<file path="src/bzc_pkg.sv">
`timescale 1ns / 1ps
// ----------------------------------------------------------------------------
// bzc_pkg: shared types and constants for the Bezier point evaluator
// Sizes, fixed-point format, binomial table and the control words that the
// top level hands to the row of cells.
// ----------------------------------------------------------------------------
package bzc_pkg;

  localparam int MAX_POINTS = 8;
  localparam int COORD_BITS = 10;
  localparam int NP_W       = 4;    // num_points register width
  localparam int PIDX_W     = 3;    // point_index width
  localparam int Q_FRAC     = 16;
  localparam int Q_W        = Q_FRAC + 1;  // Q0.16 plus the 1.0 bit
  localparam int IDX_W      = (MAX_POINTS > 1) ? $clog2(MAX_POINTS) : 1;
  localparam int BINOM_W    = MAX_POINTS;  // C(n-1,k) <= 2^(n-1)
  localparam int W_W        = Q_W + BINOM_W;
  localparam int PROD_W     = W_W + COORD_BITS;
  localparam int TERM_W     = PROD_W - Q_FRAC;
  localparam int SUM_W      = TERM_W + IDX_W;
  // counter value at which the last partial sum is stable
  localparam int SETTLE     = 2 * MAX_POINTS + 3;
  localparam int CNT_W      = $clog2(SETTLE + 1);

  localparam logic [Q_W-1:0]        Q_ONE      = Q_W'(1) << Q_FRAC;
  localparam logic [COORD_BITS-1:0] COORD_MASK = {COORD_BITS{1'b1}};

  localparam logic FUNC_LOAD = 1'b0;
  localparam logic FUNC_EVAL = 1'b1;

  typedef logic [MAX_POINTS-1:0][MAX_POINTS-1:0][BINOM_W-1:0] binom_tab_t;

  // Pascal's triangle, row r holds C(r,k)
  function automatic binom_tab_t build_binom();
    binom_tab_t tab;
    tab = '0;
    for (int r = 0; r < MAX_POINTS; r++) begin
      tab[r][0] = BINOM_W'(1);
      for (int k = 1; k <= r; k++) begin
        tab[r][k] = tab[r-1][k-1] + tab[r-1][k];
      end
    end
    return tab;
  endfunction

  localparam binom_tab_t BINOM_TAB = build_binom();

  typedef struct packed {
    logic [Q_W-1:0]   t;
    logic [Q_W-1:0]   u;
    logic [IDX_W-1:0] last;   // curve degree, index of last point in use
  } bzc_ctl_t;

  typedef struct packed {
    logic                  we;
    logic [PIDX_W-1:0]     idx;
    logic [COORD_BITS-1:0] x;
    logic [COORD_BITS-1:0] y;
  } bzc_load_t;

  typedef enum logic {
    ST_IDLE,
    ST_EVAL
  } bzc_state_t;

endpackage

</file>
<file path="src/bzc_cell.sv">
`timescale 1ns / 1ps
// ----------------------------------------------------------------------------
// bzc_cell: one control point slot of the Bezier evaluator
// Holds one point, builds t^i from its left neighbor and (1-t)^(r-i) from its
// right neighbor, forms its weighted term and adds it to the partial sum
// coming from the left.
// ----------------------------------------------------------------------------
module bzc_cell import bzc_pkg::*; (
  input  logic                 clk,
  input  logic [IDX_W-1:0]     cell_idx,
  input  bzc_ctl_t             ctl,
  input  bzc_load_t            load,
  input  logic [Q_W-1:0]       tp_in,
  output logic [Q_W-1:0]       tp_out,
  input  logic [Q_W-1:0]       up_in,
  output logic [Q_W-1:0]       up_out,
  input  logic [SUM_W-1:0]     psum_x_in,
  input  logic [SUM_W-1:0]     psum_y_in,
  output logic [SUM_W-1:0]     psum_x_out,
  output logic [SUM_W-1:0]     psum_y_out
);

  logic [COORD_BITS-1:0] px_r, py_r;
  logic [Q_W-1:0]        tp_r, tp_nxt;
  logic [Q_W-1:0]        up_r, up_nxt;
  logic [Q_W-1:0]        basis_r, basis_nxt;
  logic [W_W-1:0]        w_r, w_nxt;
  logic [TERM_W-1:0]     term_x_r, term_x_nxt;
  logic [TERM_W-1:0]     term_y_r, term_y_nxt;
  logic [SUM_W-1:0]      psum_x_r, psum_x_nxt;
  logic [SUM_W-1:0]      psum_y_r, psum_y_nxt;

  logic [2*Q_W-1:0]      tp_prod, up_prod, basis_prod;
  logic [PROD_W-1:0]     tx_prod, ty_prod;
  logic                  active;
  logic                  wr_hit;

  assign active = (cell_idx <= ctl.last);
  assign wr_hit = load.we && (NP_W'(load.idx) == NP_W'(cell_idx));

  // products handed to the neighbors, truncated back to Q1.16
  assign tp_prod = (2*Q_W)'(tp_r) * (2*Q_W)'(ctl.t);
  assign up_prod = (2*Q_W)'(up_r) * (2*Q_W)'(ctl.u);
  assign tp_out  = tp_prod[Q_FRAC +: Q_W];
  assign up_out  = up_prod[Q_FRAC +: Q_W];

  assign basis_prod = (2*Q_W)'(up_r) * (2*Q_W)'(tp_r);
  assign tx_prod    = PROD_W'(w_r) * PROD_W'(px_r);
  assign ty_prod    = PROD_W'(w_r) * PROD_W'(py_r);

  always_comb begin
    tp_nxt     = tp_in;
    up_nxt     = (cell_idx == ctl.last) ? Q_ONE : up_in;
    basis_nxt  = basis_prod[Q_FRAC +: Q_W];
    w_nxt      = W_W'(BINOM_TAB[ctl.last][cell_idx]) * W_W'(basis_r);
    term_x_nxt = active ? tx_prod[PROD_W-1:Q_FRAC] : '0;
    term_y_nxt = active ? ty_prod[PROD_W-1:Q_FRAC] : '0;
    psum_x_nxt = psum_x_in + SUM_W'(term_x_r);
    psum_y_nxt = psum_y_in + SUM_W'(term_y_r);
  end

  always_ff @(posedge clk) begin
    if (wr_hit) begin
      px_r <= load.x;
      py_r <= load.y;
    end
    tp_r     <= tp_nxt;
    up_r     <= up_nxt;
    basis_r  <= basis_nxt;
    w_r      <= w_nxt;
    term_x_r <= term_x_nxt;
    term_y_r <= term_y_nxt;
    psum_x_r <= psum_x_nxt;
    psum_y_r <= psum_y_nxt;
  end

  assign psum_x_out = psum_x_r;
  assign psum_y_out = psum_y_r;

endmodule

</file>
<file path="config.mk">
export PLATFORM = sky130hd
export DESIGN_NAME = bzc_cell
export DESIGN_NICKNAME = d
export VERILOG_FILES = /design/src/bzc_pkg.sv /design/src/bzc_cell.sv
export SDC_FILE = /design/constraint.sdc
export NUM_CORES = 2
export LEC_CHECK = 0
export BUFFER_PORTS_ARGS = -buffer_cell sky130_fd_sc_hd__buf_4
export CAP_MARGIN = 20
export CORE_MARGIN = 5
export CORE_UTILIZATION = 65
export CTS_CLUSTER_DIAMETER = 50
export DETAILED_ROUTE_END_ITERATION = 7
export GPL_TIMING_DRIVEN = 0
export PLACE_DENSITY = 0.83
export SYNTH_ARGS = -nofsm -noshare
export SYNTH_HDL_FRONTEND = slang
export SYNTH_SLANG_ARGS = --single-unit
</file>
<file path="constraint.sdc">
create_clock -name clk -period 27.8 [get_ports clk]
set_input_delay 6.95 -clock clk [delete_from_list [all_inputs] [get_ports clk]]
set_output_delay 6.95 -clock clk [all_outputs]
set_load 0.1 [all_outputs]
</file>
---- After elaboration in Yosys (flattened, before gate mapping) ----
Memory sizes are Yosys's and may differ from the RTL's.
Cells that the tools add are included.
word-level totals
  bits in registers ....................... 178
  ROM bits ................................ 512
  input port bits ......................... 143
  output and inout bits ................... 78
  memories ................................ 1
memories
  memory           depth  width  read ports  clocked after memory_dff  write ports  line            RTL
  (no name shown)  8      64     1           0                         0            bzc_cell.sv:55  w_nxt = W_W'(BINOM_TAB[ctl.last][cell_idx]) * W_W'(basis_r);
cells by class
  add/sub/neg operators ................... 2
  $mul .................................... 6
  $lt $le $gt $ge ......................... 3
  equality and inequality tests ........... 2
  muxes and demuxes ....................... 3
  reductions and logical operators ........ 1
operator list
  kind                  count
  $mul A17 B17 Y33      3
  $mul A25 B10 Y35      2
  $mux W64              1
  $add A22 B19 Y22      2
  $mul A8 B17 Y25       1
  $bmux W8 S3           1
  $lt A3 B4 Y1 const B  2
  $mux W8               1
  $eq A3 B3 Y1          2
  $le A3 B3 Y1          1
  $logic_and A1 B1 Y1   1

---- Logic depth before layout (Yosys ltp) ----
  depth in word-level cells ............... 5
  mapped depth ............................ 25
  gate-level depth less buffers ........... 25

---- Least setup slack after synthesis ----
OpenSTA, ideal clock, no wires.
  kind .................................... input to output
  start ................................... in ctl[22] (netlist name)
  end ..................................... out tp_out[11]
  arrival ................................. 14.108 ns
  slack ................................... 6.742 ns
  cell stages on the path ................. 21
  cell sequence ........................... clkbuf_1 > nand2_1 > fa_1 > fa_1 > fa_1 > fa_1 > inv_1 > fa_1 > inv_1 > fa_1 > inv_1 > ha_1 > nand4_1 > nor2_1 > a2bb2oi_1 > a21oi_1 > o21ai_0 > o311ai_0 > a21o_1 > a2111oi_0 > nor3_1
between the ends
  cells in the longest elaborated chain, start to end .. 1
RTL lines
  item              line            RTL
  from (decl)       bzc_cell.sv:11  input bzc_ctl_t ctl,
  $mul A17 B17 Y33  bzc_cell.sv:42  assign tp_prod = (2*Q_W)'(tp_r) * (2*Q_W)'(ctl.t);
  to (decl)         bzc_cell.sv:14  output logic [Q_W-1:0] tp_out,
Every way passes these cells.

---- Worst setup path after layout ----
  start ................................... in ctl[30] (netlist name)
  end ..................................... out tp_out[16]
Same word-level chain as after synthesis.

==> results.cfg <==
[outcome]
status = finished, final reports clean

[drt]
num_vias = 39600
wl_per_cell_um = 19.2
dr.pass1.iters = 5
routed_wl_um = 135000
vias_per_cell = 5.63
drt-initial-drc-count = 2815
drc = 0
antenna_left = 0

[cts]
clkSinkCount = 177
ctsResizeCount = 0
clock_latency_ns = 0.53
cts_buffers = 17
cts_root_buf = clkbuf_16
postCtsSetupBuffers = 0
clkSlewWorstSetupHoldPaths_ns = 0.07
cts_tree = yes
cts_buffer_depth = 2
htreeDepth = 4
cts.hold.buffers_added = 0

[synth]
yosysWarnings = 0
synth-compound-area-share_pct = 5.40
synth-adder-area-share_pct = 55.6
synthXorXnorAreaFrac_pct = 2.37
seq_area_frac_synth_pct = 7.35
synth_nets = 7499
synthesis.area_um2 = 50900
muxShareOfSynthArea_pct = 0.0663
synth_top_family_by_area = adder cells
synth-simple-area-share_pct = 17.6
ys.flop_type = dfxtp_1
syn_area_per_cell_um2 = 8.88
netlist_instances = 5738
synth_seq_cells = 177
synth_edf_count = 20
synth_async_sr_flop_share_pct = 0
synth.distinct_cells = 78

[final_layout]
instances_no_fill = 7032
layout_commonest_cell = inv_1
most-common-layout-cells = inv_1 (1,339), fa_1 (1,074), nand2_1 (836), and2_1 (685), ha_1 (544)
nNetsFinal = 7737
area_delta_synth_final_pct = 7.06
drive_above_1_share_pct = 4.79
nFillCells = 5912

[setup_path]
r2r_end = basis_r[15]$_DFF_P_
r2r_cells = 23
arrival_ns = 14.16
worstSetupPathType = primary input to output pin
r2r_setup_slack_ns = 20.33
end_kind = output pin
r2r_start = tp_r[8]$_DFF_P_
required_ns = 20.85
cp-start-kind = primary input
crit_fanout = 10

[sta]
finClkSkew_ns = 0.0272
finalSetupViolations = 0
setup_tns_ns = 0
fin_crit_sh_pct = 75.9
rsz0062_at_grt = no
drv_slew = 0
worst_slew_pin_slew_ns = 1.22
hold_viol_final = 0
slew_headroom_pct = 18.6
fmax_ghz = 0.0474
period_minus_slack_ns = 21.11

[die]
num_rows = 102
die_area_um2 = 84100
die_h_um = 290
num_io_pins = 221
core_um2 = 77600
die_w_um = 290
initial_core_util_pct = 65.6

[global_route]
grt_max_degree = 21
grt_antenna_before_repair = 4
grt_pass1_wl_um = 221000
grt-ovfl-total = 0
grt_use_total_pct = 32.9
grt_pass1_vias = 43100

[worst_hold_path]
worstHoldPathCells = 1
min_to = psum_x_out[0]$_DFF_P_
worstHoldStart = term_x_r[0]$_SDFF_PN0_
hold_path_class = flip-flop to flip-flop

[placed_design]
dp_cells = 6997
io_buffers = 216
place.gp.congestion = 1.01
hpwlAfterDp_um = 113000

[run]
max_cap_violations = 0
state kept, by name (all words and copies together), names as in the netlist:
name        count
up_r           17
basis_r        17
term_x_r       19
term_y_r       19
py_r           10
tp_r           17
psum_x_out     22
w_r            24
psum_y_out     22
px_r           10
critical path, cell delays in order:
cell       delay, ns
clkbuf_1        0.51
clkbuf_1        0.56
nand2_1         0.16
fa_1            0.54
inv_1           0.08
fa_1            0.39
inv_1           0.09
fa_1            0.41
inv_1           0.09
fa_1            0.41
fa_1            0.49
inv_1           0.05
fa_1            0.47
inv_1           0.04
ha_1            0.31
nand4_1         0.14
nor2_1          0.13
a2bb2oi_1       0.13
a21oi_1         0.31
o2111ai_1       0.25
a2111oi_2       0.70
o31ai_1         0.20
mux2_2          0.31
o311ai_0        0.10
buf_4           0.35
layer usage:
metal	global-route usage (%)	part of all wire, %
met2	57.2	49
met5	0.0567	0.075
met4	19.7	7.6
met1	37.3	34
met3	7.10	8.8
cell type report:
class,count,area [um^2],share of cell area [%]
Multi-Input combinational cell,3981,41300,75.7
Inverter,1339,5030,9.22
Sequential cell,177,3740,6.87
Timing Repair Buffer,219,1650,3.02
Tap cell,1040,1300,2.39
Buffer,241,905,1.66
Clock buffer,17,425,0.780
Clock inverter,15,205,0.376
Antenna cell,3,7.51,0.0138
cells in the mapped netlist (4+ instances only):
cell type | instances | share of area (%)
and4_1 | 5 | 0.086
o21ai_0 | 68 | 0.67
and2_1 | 685 | 8.4
dfxtp_1 | 157 | 6.2
nand3_1 | 26 | 0.26
o31a_1 | 6 | 0.10
xor2_1 | 40 | 0.69
edfxtp_1 | 20 | 1.2
nand2_1 | 836 | 6.2
nor2b_1 | 40 | 0.49
fa_1 | 1074 | 42
xnor2_1 | 98 | 1.7
a21o_1 | 61 | 0.90
o21ai_1 | 5 | 0.049
a21oi_1 | 132 | 1.3
ha_1 | 544 | 13
o211ai_1 | 6 | 0.088
o21bai_1 | 12 | 0.18
a31oi_1 | 19 | 0.23
or3_1 | 11 | 0.14
a2111o_1 | 4 | 0.088
nand4_1 | 15 | 0.18
o311ai_0 | 4 | 0.069
o21a_1 | 18 | 0.27
and3_1 | 21 | 0.26
inv_1 | 1339 | 9.9
nor2_1 | 102 | 0.75
clkbuf_1 | 238 | 1.8
nor3_1 | 28 | 0.28
nand2b_1 | 23 | 0.28
a211oi_1 | 12 | 0.18
a21boi_0 | 5 | 0.074
a311oi_1 | 4 | 0.069
or2_2 | 4 | 0.049
o221ai_1 | 4 | 0.069
worst max path at each step:
| stage | to | cells past startpoint | from | slack (ns) |
|---|---|---|---|---|
| finish | tp_out[16] | 25 | ctl[30] | 6.69 |
| CTS | tp_out[16] | 25 | ctl[30] | 6.73 |
| global placement | tp_out[16] | 25 | ctl[30] | 6.85 |
| detailed placement | tp_out[16] | 25 | ctl[30] | 6.73 |
| floorplan | tp_out[11] | 21 | ctl[22] | 6.74 |
| global route | tp_out[16] | 25 | ctl[30] | 6.34 |
metrics by stage:
| step | worst slack (ns) | instance area, um^2 | hold slack [ns] | utilization (%) |
|---|---|---|---|---|
| 6_report | 6.69 | 54500 | 0.460 | 70.3 |
| 5_1_grt | 6.34 | 54500 | 0.462 | 70.3 |
| 4_1_cts | 6.73 | 54500 | 0.465 | 70.3 |
| 3_5_place_dp | 6.73 | 53900 | 0.448 | 69.4 |
| 3_3_place_gp | 6.85 | 53900 | 0.423 | 69.4 |
| 2_1_floorplan | 6.74 | 50900 | 0.420 | - |
kinds of logic (layout without fill, tap and decap cells):
| logic type | after synthesis | in the layout |
|---|---|---|
| fa+ha+maj | 1618 | 1618 |
| simple gates | 1811 | 1811 |
| buf+inv | 1580 | 1831 |
| mux | 3 | 3 |
| flops | 177 | 177 |
| compound gates | 411 | 411 |
| xor+xnor | 138 | 138 |
| other cells | 0 | 3 |
Power is not shown: default switching activity piles up to over one toggle a cycle in this logic, so the estimate is an artifact.
